[config.mk]
export PLATFORM = sky130hd
export DESIGN_NAME = sof_length_xor_frame_receiver_top
export DESIGN_NICKNAME = d
export VERILOG_FILES = /design/src/rtl/sfr_pkg.sv /design/src/rtl/sfr_in_reg.sv /design/src/rtl/sfr_parser.sv /design/src/rtl/sfr_out_reg.sv /design/src/rtl/sof_length_xor_frame_receiver_top.sv
export SDC_FILE = /design/constraint.sdc
export NUM_CORES = 1
export LEC_CHECK = 0
export ABC_CLOCK_PERIOD_IN_PS = 3300
export BUFFER_PORTS_ARGS = -buffer_cell sky130_fd_sc_hd__buf_4
export CORE_AREA = 3 3 117 119
export CTS_CLUSTER_DIAMETER = 40
export DETAILED_ROUTE_END_ITERATION = 6
export DIE_AREA = 0 0 120 122
export GPL_TIMING_DRIVEN = 0
export PLACE_DENSITY = 0.69
export SETUP_SLACK_MARGIN = 0.15
export SLEW_MARGIN = 15
export SYNTH_ARGS = -nofsm -noshare
export SYNTH_HDL_FRONTEND = slang
export SYNTH_SLANG_ARGS = --single-unit
[constraint.sdc]
create_clock -name clock -period 3.3 [get_ports clock]
set_clock_uncertainty 0.15 [all_clocks]
set_input_delay 0.66 -clock clock [delete_from_list [all_inputs] [get_ports clock]]
set_output_delay 0.66 -clock clock [all_outputs]
set_load 0.01 [all_outputs]
[src/rtl/sfr_pkg.sv]
// Shared types and constants for the start/length/XOR serial frame receiver.
// No dependencies.
`timescale 1ns / 1ps

package sfr_pkg;

   localparam int unsigned BYTE_W  = 8;
   localparam int unsigned COUNT_W = 32;

   localparam logic [BYTE_W-1:0] START_BYTE_RESET = 8'd254;
   localparam logic [BYTE_W-1:0] MAX_LEN_RESET    = 8'd250;
   localparam logic [BYTE_W-1:0] LEN_LIMIT        = 8'd252;
   localparam logic [BYTE_W-1:0] HEADER_EXTRA     = 8'd3;

   typedef enum logic [0:0] {
      CSR_START_BYTE = 1'b0,
      CSR_MAX_LEN    = 1'b1
   } csr_index_type;

   typedef enum logic [1:0] {
      PH_HUNT  = 2'd0,
      PH_LEN   = 2'd1,
      PH_BODY  = 2'd2,
      PH_CHECK = 2'd3
   } phase_type;

   typedef enum logic [1:0] {
      KIND_BODY  = 2'd0,
      KIND_GOOD  = 2'd1,
      KIND_BAD   = 2'd2,
      KIND_ABORT = 2'd3
   } kind_type;

   typedef struct packed {
      logic [BYTE_W-1:0]  out_byte;
      logic [BYTE_W-1:0]  out_index;
      kind_type           out_kind;
      logic [COUNT_W-1:0] bad_check_count;
   } rsp_type;

endpackage

[src/rtl/sfr_in_reg.sv]
// Input register stage: captures one received byte per transaction.
// Depends on sfr_pkg.
`timescale 1ns / 1ps

module sfr_in_reg (
   input  logic                      clock,
   input  logic                      reset,
   input  logic                      req_valid,
   output logic                      req_stall,
   input  logic [sfr_pkg::BYTE_W-1:0] req_rx_byte,
   input  logic                      advance,
   output logic                      s1_valid,
   output logic [sfr_pkg::BYTE_W-1:0] s1_byte
);
   import sfr_pkg::*;

   logic              s1_valid_ff, s1_valid_in;
   logic [BYTE_W-1:0] s1_byte_ff, s1_byte_in;
   logic              load;

   always_comb begin
      req_stall   = s1_valid_ff && !advance;
      load        = req_valid && !req_stall;
      s1_valid_in = load ? 1'b1 : (advance ? 1'b0 : s1_valid_ff);
      s1_byte_in  = load ? req_rx_byte : s1_byte_ff;
   end

   always_ff @(posedge clock) begin
      if (reset) begin
         s1_valid_ff <= 1'b0;
      end else begin
         s1_valid_ff <= s1_valid_in;
      end
   end

   always_ff @(posedge clock) begin
      s1_byte_ff <= s1_byte_in;
   end

   assign s1_valid = s1_valid_ff;
   assign s1_byte  = s1_byte_ff;

endmodule

[src/rtl/sfr_parser.sv]
// Frame state machine: phase, body count, running XOR and check error tally.
// Depends on sfr_pkg.
`timescale 1ns / 1ps

module sfr_parser (
   input  logic                      clock,
   input  logic                      reset,
   input  logic                      advance,
   input  logic [sfr_pkg::BYTE_W-1:0] rx_byte,
   input  logic [sfr_pkg::BYTE_W-1:0] start_byte,
   input  logic [sfr_pkg::BYTE_W-1:0] max_len,
   output logic                      emit,
   output sfr_pkg::rsp_type          result
);
   import sfr_pkg::*;

   phase_type          phase_ff, phase_in;
   logic [BYTE_W-1:0]  total_ff, total_in;
   logic [BYTE_W-1:0]  index_ff, index_in;
   logic [BYTE_W-1:0]  xor_ff, xor_in;
   logic [COUNT_W-1:0] tally_ff, tally_in;
   logic [BYTE_W-1:0]  xor_next;

   always_comb begin
      phase_in = phase_ff;
      total_in = total_ff;
      index_in = index_ff;
      xor_in   = xor_ff;
      tally_in = tally_ff;
      xor_next = xor_ff ^ rx_byte;
      emit     = 1'b0;
      result.out_byte  = rx_byte;
      result.out_index = '0;
      result.out_kind  = KIND_BODY;
      unique case (phase_ff)
         PH_HUNT: begin
            if (rx_byte == start_byte) begin
               phase_in = PH_LEN;
            end
         end
         PH_LEN: begin
            emit = 1'b1;
            if (rx_byte > max_len || rx_byte > LEN_LIMIT) begin
               phase_in        = PH_HUNT;
               result.out_kind = KIND_ABORT;
            end else begin
               total_in = rx_byte + HEADER_EXTRA;
               index_in = 8'd1;
               xor_in   = rx_byte;
               phase_in = PH_BODY;
            end
         end
         PH_BODY: begin
            emit             = 1'b1;
            xor_in           = xor_next;
            index_in         = index_ff + 8'd1;
            result.out_index = index_ff;
            if (index_in == total_ff) begin
               phase_in = PH_CHECK;
            end
         end
         PH_CHECK: begin
            emit             = 1'b1;
            phase_in         = PH_HUNT;
            result.out_index = total_ff;
            if (xor_next == '0) begin
               result.out_kind = KIND_GOOD;
            end else begin
               result.out_kind = KIND_BAD;
               tally_in        = tally_ff + 32'd1;
            end
         end
         default: phase_in = PH_HUNT;
      endcase
      result.bad_check_count = tally_in;
   end

   always_ff @(posedge clock) begin
      if (reset) begin
         phase_ff <= PH_HUNT;
         total_ff <= '0;
         index_ff <= '0;
         xor_ff   <= '0;
         tally_ff <= '0;
      end else if (advance) begin
         phase_ff <= phase_in;
         total_ff <= total_in;
         index_ff <= index_in;
         xor_ff   <= xor_in;
         tally_ff <= tally_in;
      end
   end

endmodule

[src/rtl/sfr_out_reg.sv]
// Result register: holds one result transaction until the receiver takes it.
// Depends on sfr_pkg.
`timescale 1ns / 1ps

module sfr_out_reg (
   input  logic             clock,
   input  logic             reset,
   input  logic             load,
   input  sfr_pkg::rsp_type result,
   output logic             out_free,
   output logic             rsp_valid,
   input  logic             rsp_stall,
   output sfr_pkg::rsp_type rsp_data
);
   import sfr_pkg::*;

   logic    valid_ff, valid_in;
   rsp_type data_ff, data_in;

   always_comb begin
      out_free = !valid_ff || !rsp_stall;
      valid_in = load ? 1'b1 : (out_free ? 1'b0 : valid_ff);
      data_in  = load ? result : data_ff;
   end

   always_ff @(posedge clock) begin
      if (reset) begin
         valid_ff <= 1'b0;
      end else begin
         valid_ff <= valid_in;
      end
   end

   always_ff @(posedge clock) begin
      data_ff <= data_in;
   end

   assign rsp_valid = valid_ff;
   assign rsp_data  = data_ff;

endmodule

[src/rtl/sof_length_xor_frame_receiver_top.sv]
// Start/length/XOR serial frame receiver, top level.
// Path: an accepted byte is held in the input register, and its result (if any) is held in the result register.
// Throughput: one byte per cycle; the input register advances whenever the
// result register is empty or being taken.
// Reset (synchronous): hunting for the start byte, counters and tally zero,
// start byte 254, max data length 250.
`timescale 1ns / 1ps

module sof_length_xor_frame_receiver_top (
   input  logic                       clock,
   input  logic                       reset,
   input  logic                       req_valid,
   output logic                       req_stall,
   input  logic [sfr_pkg::BYTE_W-1:0]  req_rx_byte,
   output logic                       rsp_valid,
   input  logic                       rsp_stall,
   output logic [sfr_pkg::BYTE_W-1:0]  rsp_out_byte,
   output logic [sfr_pkg::BYTE_W-1:0]  rsp_out_index,
   output logic [1:0]                 rsp_out_kind,
   output logic [sfr_pkg::COUNT_W-1:0] rsp_bad_check_count,
   input  logic                       csr_write_en,
   input  logic [0:0]                 csr_index,
   input  logic [sfr_pkg::BYTE_W-1:0]  csr_wdata
);
   import sfr_pkg::*;

   logic [BYTE_W-1:0] start_byte_ff, start_byte_in;
   logic [BYTE_W-1:0] max_len_ff, max_len_in;
   logic              s1_valid;
   logic [BYTE_W-1:0] s1_byte;
   logic              advance;
   logic              out_free;
   logic              emit;
   rsp_type           result;
   rsp_type           rsp_data;

   always_comb begin
      start_byte_in = start_byte_ff;
      max_len_in    = max_len_ff;
      if (csr_write_en) begin
         unique case (csr_index_type'(csr_index))
            CSR_START_BYTE: start_byte_in = csr_wdata;
            CSR_MAX_LEN:    max_len_in    = csr_wdata;
            default:        start_byte_in = start_byte_ff;
         endcase
      end
   end

   always_ff @(posedge clock) begin
      if (reset) begin
         start_byte_ff <= START_BYTE_RESET;
         max_len_ff    <= MAX_LEN_RESET;
      end else begin
         start_byte_ff <= start_byte_in;
         max_len_ff    <= max_len_in;
      end
   end

   assign advance = s1_valid && out_free;

   sfr_in_reg u_in_reg (
      .clock      (clock),
      .reset      (reset),
      .req_valid  (req_valid),
      .req_stall  (req_stall),
      .req_rx_byte(req_rx_byte),
      .advance    (advance),
      .s1_valid   (s1_valid),
      .s1_byte    (s1_byte)
   );

   sfr_parser u_parser (
      .clock     (clock),
      .reset     (reset),
      .advance   (advance),
      .rx_byte   (s1_byte),
      .start_byte(start_byte_ff),
      .max_len   (max_len_ff),
      .emit      (emit),
      .result    (result)
   );

   sfr_out_reg u_out_reg (
      .clock    (clock),
      .reset    (reset),
      .load     (advance && emit),
      .result   (result),
      .out_free (out_free),
      .rsp_valid(rsp_valid),
      .rsp_stall(rsp_stall),
      .rsp_data (rsp_data)
   );

   assign rsp_out_byte        = rsp_data.out_byte;
   assign rsp_out_index       = rsp_data.out_index;
   assign rsp_out_kind        = rsp_data.out_kind;
   assign rsp_bad_check_count = rsp_data.bad_check_count;

   a_stall_needs_item: assert property (@(posedge clock) disable iff (reset)
      req_stall |-> s1_valid)
      else $error("input stalled with empty input register");

   a_no_overwrite: assert property (@(posedge clock) disable iff (reset)
      (rsp_valid && rsp_stall) |-> !advance)
      else $error("input stage advanced into a held result");

   a_abort_index: assert property (@(posedge clock) disable iff (reset)
      (rsp_valid && rsp_data.out_kind == KIND_ABORT) |-> rsp_data.out_index == '0)
      else $error("abort result with nonzero index");

   a_end_index: assert property (@(posedge clock) disable iff (reset)
      (rsp_valid && (rsp_data.out_kind == KIND_GOOD || rsp_data.out_kind == KIND_BAD))
      |-> rsp_data.out_index >= HEADER_EXTRA)
      else $error("frame end index below header size");

endmodule

==> impl_metrics.toml, run 1 <==
[synth]
synth_edf_count = 58
ys_types = 48
synthArstFlopShare = 0
ys_seq_area_frac = 0.517
yosys_warnings = 0
synth_nets = 673
synth_cells = 639
avgSynthCellArea_um2 = 9.88
ys.flop_type = "dfxtp_1"
syn_area_um2 = 6310
ys_seq_elements = 134

[critical_path]
ff2ff_path_depth = 11
crit_arrival_ns = 3.11
end_kind = "flip-flop"
reg2reg_slack_ns = 0.39
worstSetupPathType = "flip-flop to flip-flop"
r2r_end = "u_parser.xor_ff[2]"
worstPathRequired_ns = 3.50
r2r-start = "u_in_reg.s1_byte[0]"
timing.critical_path.from = "u_in_reg.s1_byte[0]"
endpoint = "u_parser.xor_ff[2]"
cp_max_fo = 10
worst_setup_path_start_kind = "flip-flop"

[grt]
overflow = 0
grt_pass1_vias = 4787
grt-busiest-layer = "met2"
gr-usage-all-layers = 0.206
grt_max_degree = 35
met3_usage = 0.0506
met2_usage = 0.321
grt_pass1_wl_um = 23500
grt_use_met1 = 0.267
antenna_found_initial = 0

[clock_tree]
cts_tree = "done"
post_cts_buffers = 0
clock-sinks = 134
clockBufferDepth = 2
cts.reportedPaths.clkPinSlew_ns = 0.06
clkLatencyLatePin_ns = 0.42
cts-root-buf = "clkbuf_16"
htree_levels = 4
cts_hold_buf = 0
numCtsBuffers = 17

[detailed_routing]
via_per_inst = 5.38
first_iter_violations = 278
drc = 0
ant_nets = 0
drt_first_pass_iters = 5
num_vias = 4935
routedWlPerCell_um = 15.5
wl_um = 14200

[floorplan]
core_area_um2 = 12700
dieHeight_um = 122
row_count = 41
fp.dieW_um = 120
die_area_um2 = 14600
io_pins = 74
initial_core_util = 0.498

[place]
placed_area_um2 = 7100
hpwl_um = 10200
placed_cells = 885
port_buffers = 73
gp_congestion = 0.899
post-place-ws_ns = 0.0965

[power_and_ir_drop]
power_frac_comb = 0.049
power_mw = 3.68
p_per_area_nw_per_um2 = 480
clock_power_share = 0.473
p_seq_frac = 0.478
power_switching_uw = 792
power.internal_mw = 2.88
irDropWorstVdd_mv = 0.340
swShare = 0.216
p_leak_nw = 2.96

[hold_path]
worst_hold_path_type = "primary input to flip-flop"

[layout]
final_cell_area_um2 = 7650
antenna_cells = 0
fin_nets = 766
final_cells = 917
drive_gt1_frac = 0.174
syn_to_final_growth_pct = 21.2

[sta]
setup_viol = 0
rsz0062_at_grt = "false"
final.setup.worst_slack_ns = 0.391
timing.hold.ws_ns = 0.266
worst_pin_slew_ns = 0.849
layout_min_cycle_time_ns = 2.91
drv_slew = 0
hold_viol_final = 0
max_slew_margin = 0.433
period_share = 0.882
fmax_mhz = 344

[job]
max_cap_viol_count = 0

[run_status]
status = "finished clean"
==> through the flow <==
| step | util | setup TNS [ns] |
|---|---|---|
| final | 0.604 | 0 |
| after global routing | 0.604 | 0 |
| after CTS | 0.604 | 0 |
| after detailed placement | 0.560 | 0 |
| after global placement | 0.558 | -23.18 |
| after floorplan | - | 0 |
==> cell type report <==
type / count / area, um2
Fill cell: 1071 / 5020
Multi-Input combinational cell: 450 / 2840
Tap cell: 172 / 215
Clock buffer: 23 / 468
Buffer: 40 / 168
Inverter: 15 / 56.3
Timing Repair Buffer: 74 / 568
Clock inverter: 9 / 78.8
Sequential cell: 134 / 3260
==> Yosys cell counts (2+ instances only) <==
| cell | count | area share |
|---|---|---|
| nand3_1 | 23 | 0.018 |
| nor2b_1 | 4 | 0.0040 |
| a311oi_1 | 2 | 0.0028 |
| inv_1 | 15 | 0.0089 |
| xor2_1 | 40 | 0.056 |
| nand4_1 | 14 | 0.014 |
| nor4_1 | 3 | 0.0030 |
| mux2i_1 | 9 | 0.014 |
| or3_4 | 2 | 0.0036 |
| nor2_1 | 75 | 0.045 |
| a21oi_1 | 31 | 0.025 |
| nor4_2 | 2 | 0.0040 |
| xnor2_1 | 49 | 0.068 |
| a211oi_1 | 10 | 0.012 |
| nand2_1 | 58 | 0.034 |
| a21o_1 | 3 | 0.0036 |
| edfxtp_1 | 58 | 0.28 |
| clkbuf_1 | 26 | 0.015 |
| and3_1 | 13 | 0.013 |
| nor3_1 | 18 | 0.014 |
| o21bai_1 | 2 | 0.0024 |
| nand2b_1 | 2 | 0.0020 |
| ha_1 | 12 | 0.024 |
| nand3b_1 | 7 | 0.0083 |
| or3_1 | 14 | 0.014 |
| buf_2 | 13 | 0.010 |
| nand3_2 | 2 | 0.0032 |
| a31oi_1 | 10 | 0.0099 |
| o31ai_1 | 2 | 0.0024 |
| o21ai_0 | 21 | 0.017 |
| a211o_1 | 6 | 0.0083 |
| o211ai_1 | 2 | 0.0024 |
| dfxtp_1 | 76 | 0.24 |
==> power groups by stage <==
stage / clock network, mW / registers, mW / logic (mW)
floorplan: 0 / 1.79 / 0.119
global placement: 0 / 1.79 / 0.172
detailed placement: 0 / 1.79 / 0.178
CTS: 1.77 / 1.76 / 0.179
global route: 1.85 / 1.76 / 0.201
finish: 1.74 / 1.76 / 0.179
==> repair_timing <==
action / in CTS / in global routing
setup endpoints to repair: 10 / 10
endpoints found under the hold margin: 0 / 0
gates resized for setup: 1 / 3
==> cells in the final DEF (no fill, tap or decap), types with 6 or more instances in the layout <==
master	instances
a21oi_1	31
o21ai_0	21
edfxtp_1	58
nor3_1	17
a31oi_1	10
a211o_1	6
clkbuf_16	17
xor2_1	40
buf_2	13
ha_1	12
dfxtp_1	76
nand4_1	14
nand2_1	58
a211oi_1	10
mux2i_1	9
buf_4	73
or3_1	14
clkbuf_1	29
inv_1	14
nand3_1	23
nand3b_1	7
xnor2_1	49
nor2_1	75
and3_1	13
==> worst min-delay path by stage <==
stage          depth (start not counted)                start                      to
4_1_cts                                1       req_rx_byte[7]     u_in_reg.s1_byte[7]
3_3_place_gp                           0  u_in_reg.s1_byte[0]  u_out_reg.rsp_data[42]
2_1_floorplan                          0  u_in_reg.s1_byte[0]  u_out_reg.rsp_data[42]
6_report                               1       req_rx_byte[2]     u_in_reg.s1_byte[2]
5_1_grt                                1       req_rx_byte[7]     u_in_reg.s1_byte[7]
3_5_place_dp                           0  u_in_reg.s1_byte[0]  u_out_reg.rsp_data[42]
==> worst max-delay path, stage by stage, from the launching register on <==
cell and delay [ns]:
edfxtp_1 0.38, buf_2 0.21, inv_1 0.15, ha_1 0.17
nor2b_1 0.05, o211ai_1 0.16, a21oi_1 0.09, o32a_1 0.37
o31ai_2 0.50, clkbuf_2 0.37, a21oi_1 0.12, nor2_1 0.10
==> logic make-up (layout without fill, tap and decap cells) <==
| logic type | Yosys count | after routing | share of synthesized area |
|---|---|---|---|
| mux | 9 | 9 | 0.0143 |
| buf+inv | 55 | 161 | 0.0353 |
| fa+ha+maj | 12 | 12 | 0.0238 |
| simple gates | 246 | 246 | 0.191 |
| compound gates | 94 | 94 | 0.0949 |
| xor+xnor | 89 | 89 | 0.123 |
| flops | 134 | 134 | 0.517 |
==> routing by layer <==
metal,vias to the layer above,share of wire
met3,31,0.063
met2,147,0.45
met1,2337,0.46
met4,0,0.031
met5,-,0
li1,2420,-
==> flip-flops by register name, indices dropped and copies added (netlist names), named ones only <==
register and flops:
u_in_reg.s1_valid 1, u_parser.xor_ff 8, u_in_reg.s1_byte 8, u_parser.index_ff 8
u_parser.phase_ff 1, u_parser.tally_ff 32, max_len_ff 8, u_out_reg.rsp_valid 1
u_parser.total_ff 8, u_out_reg.rsp_data 50, start_byte_ff 8
(Power assumes the default switching activity.)
==> run 2: changes to the inputs <==
- ABC_CLOCK_PERIOD_IN_PS: 3300 -> 3100
- BUFFER_PORTS_ARGS: -buffer_cell sky130_fd_sc_hd__buf_4 -> -buffer_cell sky130_fd_sc_hd__buf_2
- clock period: 3.3 -> 3.1 ns (I/O delays scaled with it)
==> impl_metrics.toml, run 2 (same netlist as run 1, synthesis figures left out) <==
[clock_tree]
clkLatencyLatePin_ns = 0.42
clock-sinks = 134
cts_tree = "done"
htree_levels = 4
cts_hold_buf = 0
post_cts_buffers = 0
cts-root-buf = "clkbuf_16"
cts.reportedPaths.clkPinSlew_ns = 0.06
cts.repair.resized = 2
clockBufferDepth = 2
numCtsBuffers = 17

[layout]
finish.utilization = 0.595
layout_commonest_cell = "buf_2"
fin_nets = 766
layout_common_cells = "buf_2 (86), dfxtp_1 (76), nor2_1 (75)"
seqCellArea_um2 = 3260
syn_to_final_growth_pct = 19.3
drive_gt1_frac = 0.184
multiInputGateArea_um2 = 2870
largest_reg_flops = 50
fillCellCount = 1107
final_cell_area_um2 = 7530

[sta]
worst_pin_slew_ns = 0.862
setup_tns_ns = 0
drv_slew = 0
max_slew_margin = 0.420
timing.hold.ws_ns = 0.224
setup_viol = 0
rsz0062_at_grt = "false"
period_share = 0.897
layout_min_cycle_time_ns = 2.78
fmax_mhz = 360
hold_viol_final = 0

[hold_path]
worst_hold_path_type = "primary input to flip-flop"
hold_depth = 1

[critical_path]
worstSetupPathType = "flip-flop to flip-flop"
cp_max_fo = 10
ff2ff_path_depth = 7
worstPathRequired_ns = 3.23
cpMaxStageDelayCell = "nor4_2"
path_cells = "buf_2 > xor2_1 > nor4_2 > a21oi_1 > nand2_1 > xor2_1 > nor2_1"
end_kind = "flip-flop"
slowest_delay_ns = 0.63
crit_arrival_ns = 2.91
crit_top_cell = "xor2_1"
worst_setup_path_start_kind = "flip-flop"

[detailed_routing]
drt_first_pass_iters = 7
drc = 0
first_iter_violations = 309
wl_um = 14100
via_per_inst = 5.30
num_vias = 4861
routedWlPerCell_um = 15.4
ant_nets = 0

[place]
placed_area_um2 = 6910
hpwl_um = 9860
port_buffers = 73
gp_congestion = 0.885

[job]
max_cap_viol_count = 0

[grt]
grt_pass1_wl_um = 22900
grt_pass1_vias = 4576
gr-usage-all-layers = 0.199
antenna_found_initial = 1
overflow = 0
grt_max_degree = 34

[floorplan]
dieHeight_um = 122
die_area_um2 = 14600
io_pins = 74
row_count = 41
core_area_um2 = 12700
fp.dieW_um = 120
initial_core_util = 0.498

[power_and_ir_drop]
irDropWorstVdd_mv = 0.420
p_per_area_nw_per_um2 = 532
power_mw = 4.01
p_leak_nw = 2.98

[run_status]
status = "finished clean"
run 2: cell types whose count changed in the layout (fill, tap and decap cells not counted), sizes merged:
cell,delta
bufinv,+1
clkinvlp,-1
clkbuf,-4
diode,+1
clkinv,+4
run 2: final timing paths:
check             slack, ns                     end                 from
hold reg to reg        0.31  u_out_reg.rsp_data[42]  u_in_reg.s1_byte[0]
setup reg to reg       0.32    u_parser.tally_ff[0]  u_in_reg.s1_byte[5]
setup / recovery       0.32    u_parser.tally_ff[0]  u_in_reg.s1_byte[5]
hold / removal         0.22     u_in_reg.s1_byte[3]       req_rx_byte[3]
run 2: cell type report:
| cell class | count | share of cell area |
|---|---|---|
| diodes | 1 | 0.000332 |
| plain buffers | 40 | 0.0226 |
| clock buffers | 19 | 0.0588 |
| clock inverters | 13 | 0.0176 |
| inverters | 15 | 0.00747 |
| multi-input cells | 450 | 0.380 |
| flip-flops and latches | 134 | 0.433 |
| well taps | 172 | 0.0286 |
| repair buffers | 74 | 0.0512 |
run 2: layer usage:
metal,wire length [um],part of all wire,GRT usage
met1,6820,0.48,0.273
met2,6290,0.45,0.307
met3,753,0.053,0.0571
met4,238,0.017,0.0623
met5,0,0,0
run 2: power by group:
group	switching, mW	internal (mW)	total, mW
registers	0.0156	1.86	1.87
clock network	0.755	1.20	1.95
logic	0.116	0.0705	0.187
run 2: metrics by stage:
step | setup slack (ns) | instances
after floorplan | 0.268 | 639
after global placement | -0.608 | 884
after detailed placement | 0.00156 | 885
after CTS | 0.197 | 917
after global routing | 0.154 | 918
final | 0.319 | 918
run 2: worst max-delay path, delay by kind of cell (launching register included):
kind	cells	cell delay [ns]
AND/OR/NAND/NOR	3	1.07
flip-flops	1	0.43
XOR/XNOR	2	0.42
AO/OA/AOI/OAI	1	0.37
buffers and inverters	1	0.21
==> run 3: changes to the inputs <==
- CORE_AREA: 3 3 117 119 -> 3 3 112 114
- DIE_AREA: 0 0 120 122 -> 0 0 115 117
- PLACE_DENSITY: 0.69 -> 0.79
- SYNTH_HIERARCHICAL: default -> 1
==> impl_metrics.toml, run 3 <==
[run_status]
status = "finished clean"

[synth]
synth_edf_count = 58
ys_types = 53
synth_nets = 728
avgSynthCellArea_um2 = 9.83
synth_largest_area_cell = "edfxtp_1"
syn_area_um2 = 6820
netlist_top_cells_area = "edfxtp_1 (26%), dfxtp_1 (22%), xnor2_1 (6.2%), xor2_1 (5.6%), nor2_1 (4.2%)"
synth_cells = 694
ys_seq_elements = 134
yosys-top-cells-count = "dfxtp_1 (76), nor2_1 (76), edfxtp_1 (58)"
yosys_warnings = 6
synthArstFlopShare = 0
ys.flop_type = "dfxtp_1"
ys_seq_area_frac = 0.478
synth_top_area_frac = 0.255

[floorplan]
io_pins = 74
fp.dieW_um = 115
initial_core_util = 0.592
core_area_um2 = 11500
row_count = 39
die_area_um2 = 13500
dieHeight_um = 117

[critical_path]
reg2reg_slack_ns = 0.28
worstSetupPathType = "flip-flop to flip-flop"
crit_arrival_ns = 2.94
end_kind = "flip-flop"
timing.critical_path.from = "u_in_reg/s1_byte[5]"
worstPathRequired_ns = 3.22
r2r-start = "u_in_reg/s1_byte[5]"
r2r_end = "u_parser/total_ff[0]"
ff2ff_path_depth = 8
worst_setup_path_start_kind = "flip-flop"
cp_max_fo = 10
endpoint = "u_parser/total_ff[0]"

[layout]
largest_reg_flops = 50
layout_common_cells = "buf_2 (83), nor2_1 (76), dfxtp_1 (76)"
fin_nets = 821
antenna_cells = 0
fillCellCount = 847
layout_commonest_cell = "buf_2"
drive_gt1_frac = 0.204
syn_to_final_growth_pct = 17.5

[detailed_routing]
num_vias = 5570
first_iter_violations = 445
wl_um = 16100
routedWlPerCell_um = 17.1
drc = 0
ant_nets = 0
drt_first_pass_iters = 6
via_per_inst = 5.91

[sta]
setup_viol = 0
timing.hold.ws_ns = 0.235
period_share = 0.909
fmax_mhz = 355
layout_min_cycle_time_ns = 2.82
drv_slew = 0
setup_tns_ns = 0
worst_pin_slew_ns = 0.706
hold_viol_final = 0
max_slew_margin = 0.529
rsz0062_at_grt = "false"

[grt]
gr-usage-all-layers = 0.240
grt_max_degree = 32
antenna_found_initial = 0
overflow = 0
grt_pass1_vias = 5429
grt_pass1_wl_um = 25600

[clock_tree]
cts.reportedPaths.clkPinSlew_ns = 0.06
cts_hold_buf = 0
clock-sinks = 134
htree_levels = 4
numCtsBuffers = 17
cts-root-buf = "clkbuf_16"
cts_tree = "done"
clkLatencyLatePin_ns = 0.41
clockBufferDepth = 2
post_cts_buffers = 0

[power_and_ir_drop]
p_per_area_nw_per_um2 = 511
irDropWorstVdd_mv = 0.276
p_leak_nw = 3.22

[place]
gp_congestion = 0.889
port_buffers = 73
hpwl_um = 11100

[job]
max_cap_viol_count = 0

[hold_path]
worst_hold_path_type = "primary input to flip-flop"
hold_depth = 1
==> run 3: cell count changes in the layout (fill, tap and decap cells not counted), moves of 5 or more <==
cell      previous run  this run
nand2_1             58        36
inv_1               14        19
nor2b_1              4        12
a211oi_1            10        23
nor3_1              17        30
or3_1               14         5
nand3b_1             7         1
nor4_1               2        17
mux2i_1              9        19
buf_6                0         6
buf_4                0        16
a31oi_1             10        22
==> run 3: cells by family after synthesis <==
logic type	count (synthesis)	synth area share
xor+xnor	92	0.118
mux	20	0.0295
compound gates	108	0.101
fa+ha+maj	12	0.0220
flops	134	0.478
simple gates	251	0.191
buf+inv	77	0.0596
==> run 3: critical path: stages, from the launching register on <==
cell       delay (ns)
edfxtp_1         0.45
ha_1             0.34
a211o_1          0.26
o211ai_1         0.18
o2111ai_2        0.31
a21o_1           0.26
nor2_1           0.31
buf_2            0.31
a211oi_1         0.10
==> run 3: cell type report <==
cell class / count / area (um2) / area share
buffer: 58 / 337 / 0.0420
tap: 143 / 179 / 0.0223
sequential: 134 / 3260 / 0.407
clock buffer: 19 / 443 / 0.0553
inverter: 19 / 71.3 / 0.00890
clock inverter: 13 / 155 / 0.0194
multi-input combinational: 483 / 3180 / 0.397
timing repair buffer: 74 / 385 / 0.0481
==> run 3: report_power, final <==
part,internal [mW],leakage [nW],switching [mW]
registers,1.85,1.24,0.0144
logic,0.0798,1.69,0.122
clock network,1.28,0.291,0.745
==> run 3: worst min-delay path by stage <==
stage | startpoint | to
after floorplan | max_len_ff[0] | max_len_ff[0]
after CTS | req_rx_byte[5] | u_in_reg/s1_byte[5]
final | req_rx_byte[1] | u_in_reg/s1_byte[1]
after detailed placement | max_len_ff[0] | max_len_ff[0]
after global routing | req_rx_byte[5] | u_in_reg/s1_byte[5]
after global placement | max_len_ff[0] | max_len_ff[0]
==> run 3: metal layers <==
layer	global-route usage	vias up	wire length, um
li1	-	2634	-
met1	0.289	2617	6500
met2	0.415	274	8030
met3	0.0545	45	1060
met4	0.0994	0	495
met5	0	-	0
==> run 3: per-stage QoR <==
step           std cells  total power [mW]  instance area [um2]  setup slack [ns]  utilization
6_report             943              4.09                 8020             0.282        0.696
5_1_grt              943              4.21                 8020            0.0927        0.696
4_1_cts              943              4.09                 7990             0.177        0.693
3_5_place_dp         911              2.09                 7390           -0.0550        0.641
3_3_place_gp         910              2.09                 7370            0.0341        0.640
2_1_floorplan        694              2.03                 6820             0.610            -
==> run 3: what timing repair did <==
action / in CTS / in global routing
endpoints found under the hold margin: 0 / 0
resized for setup: 0 / 7
setup endpoints to repair: 0 / 23
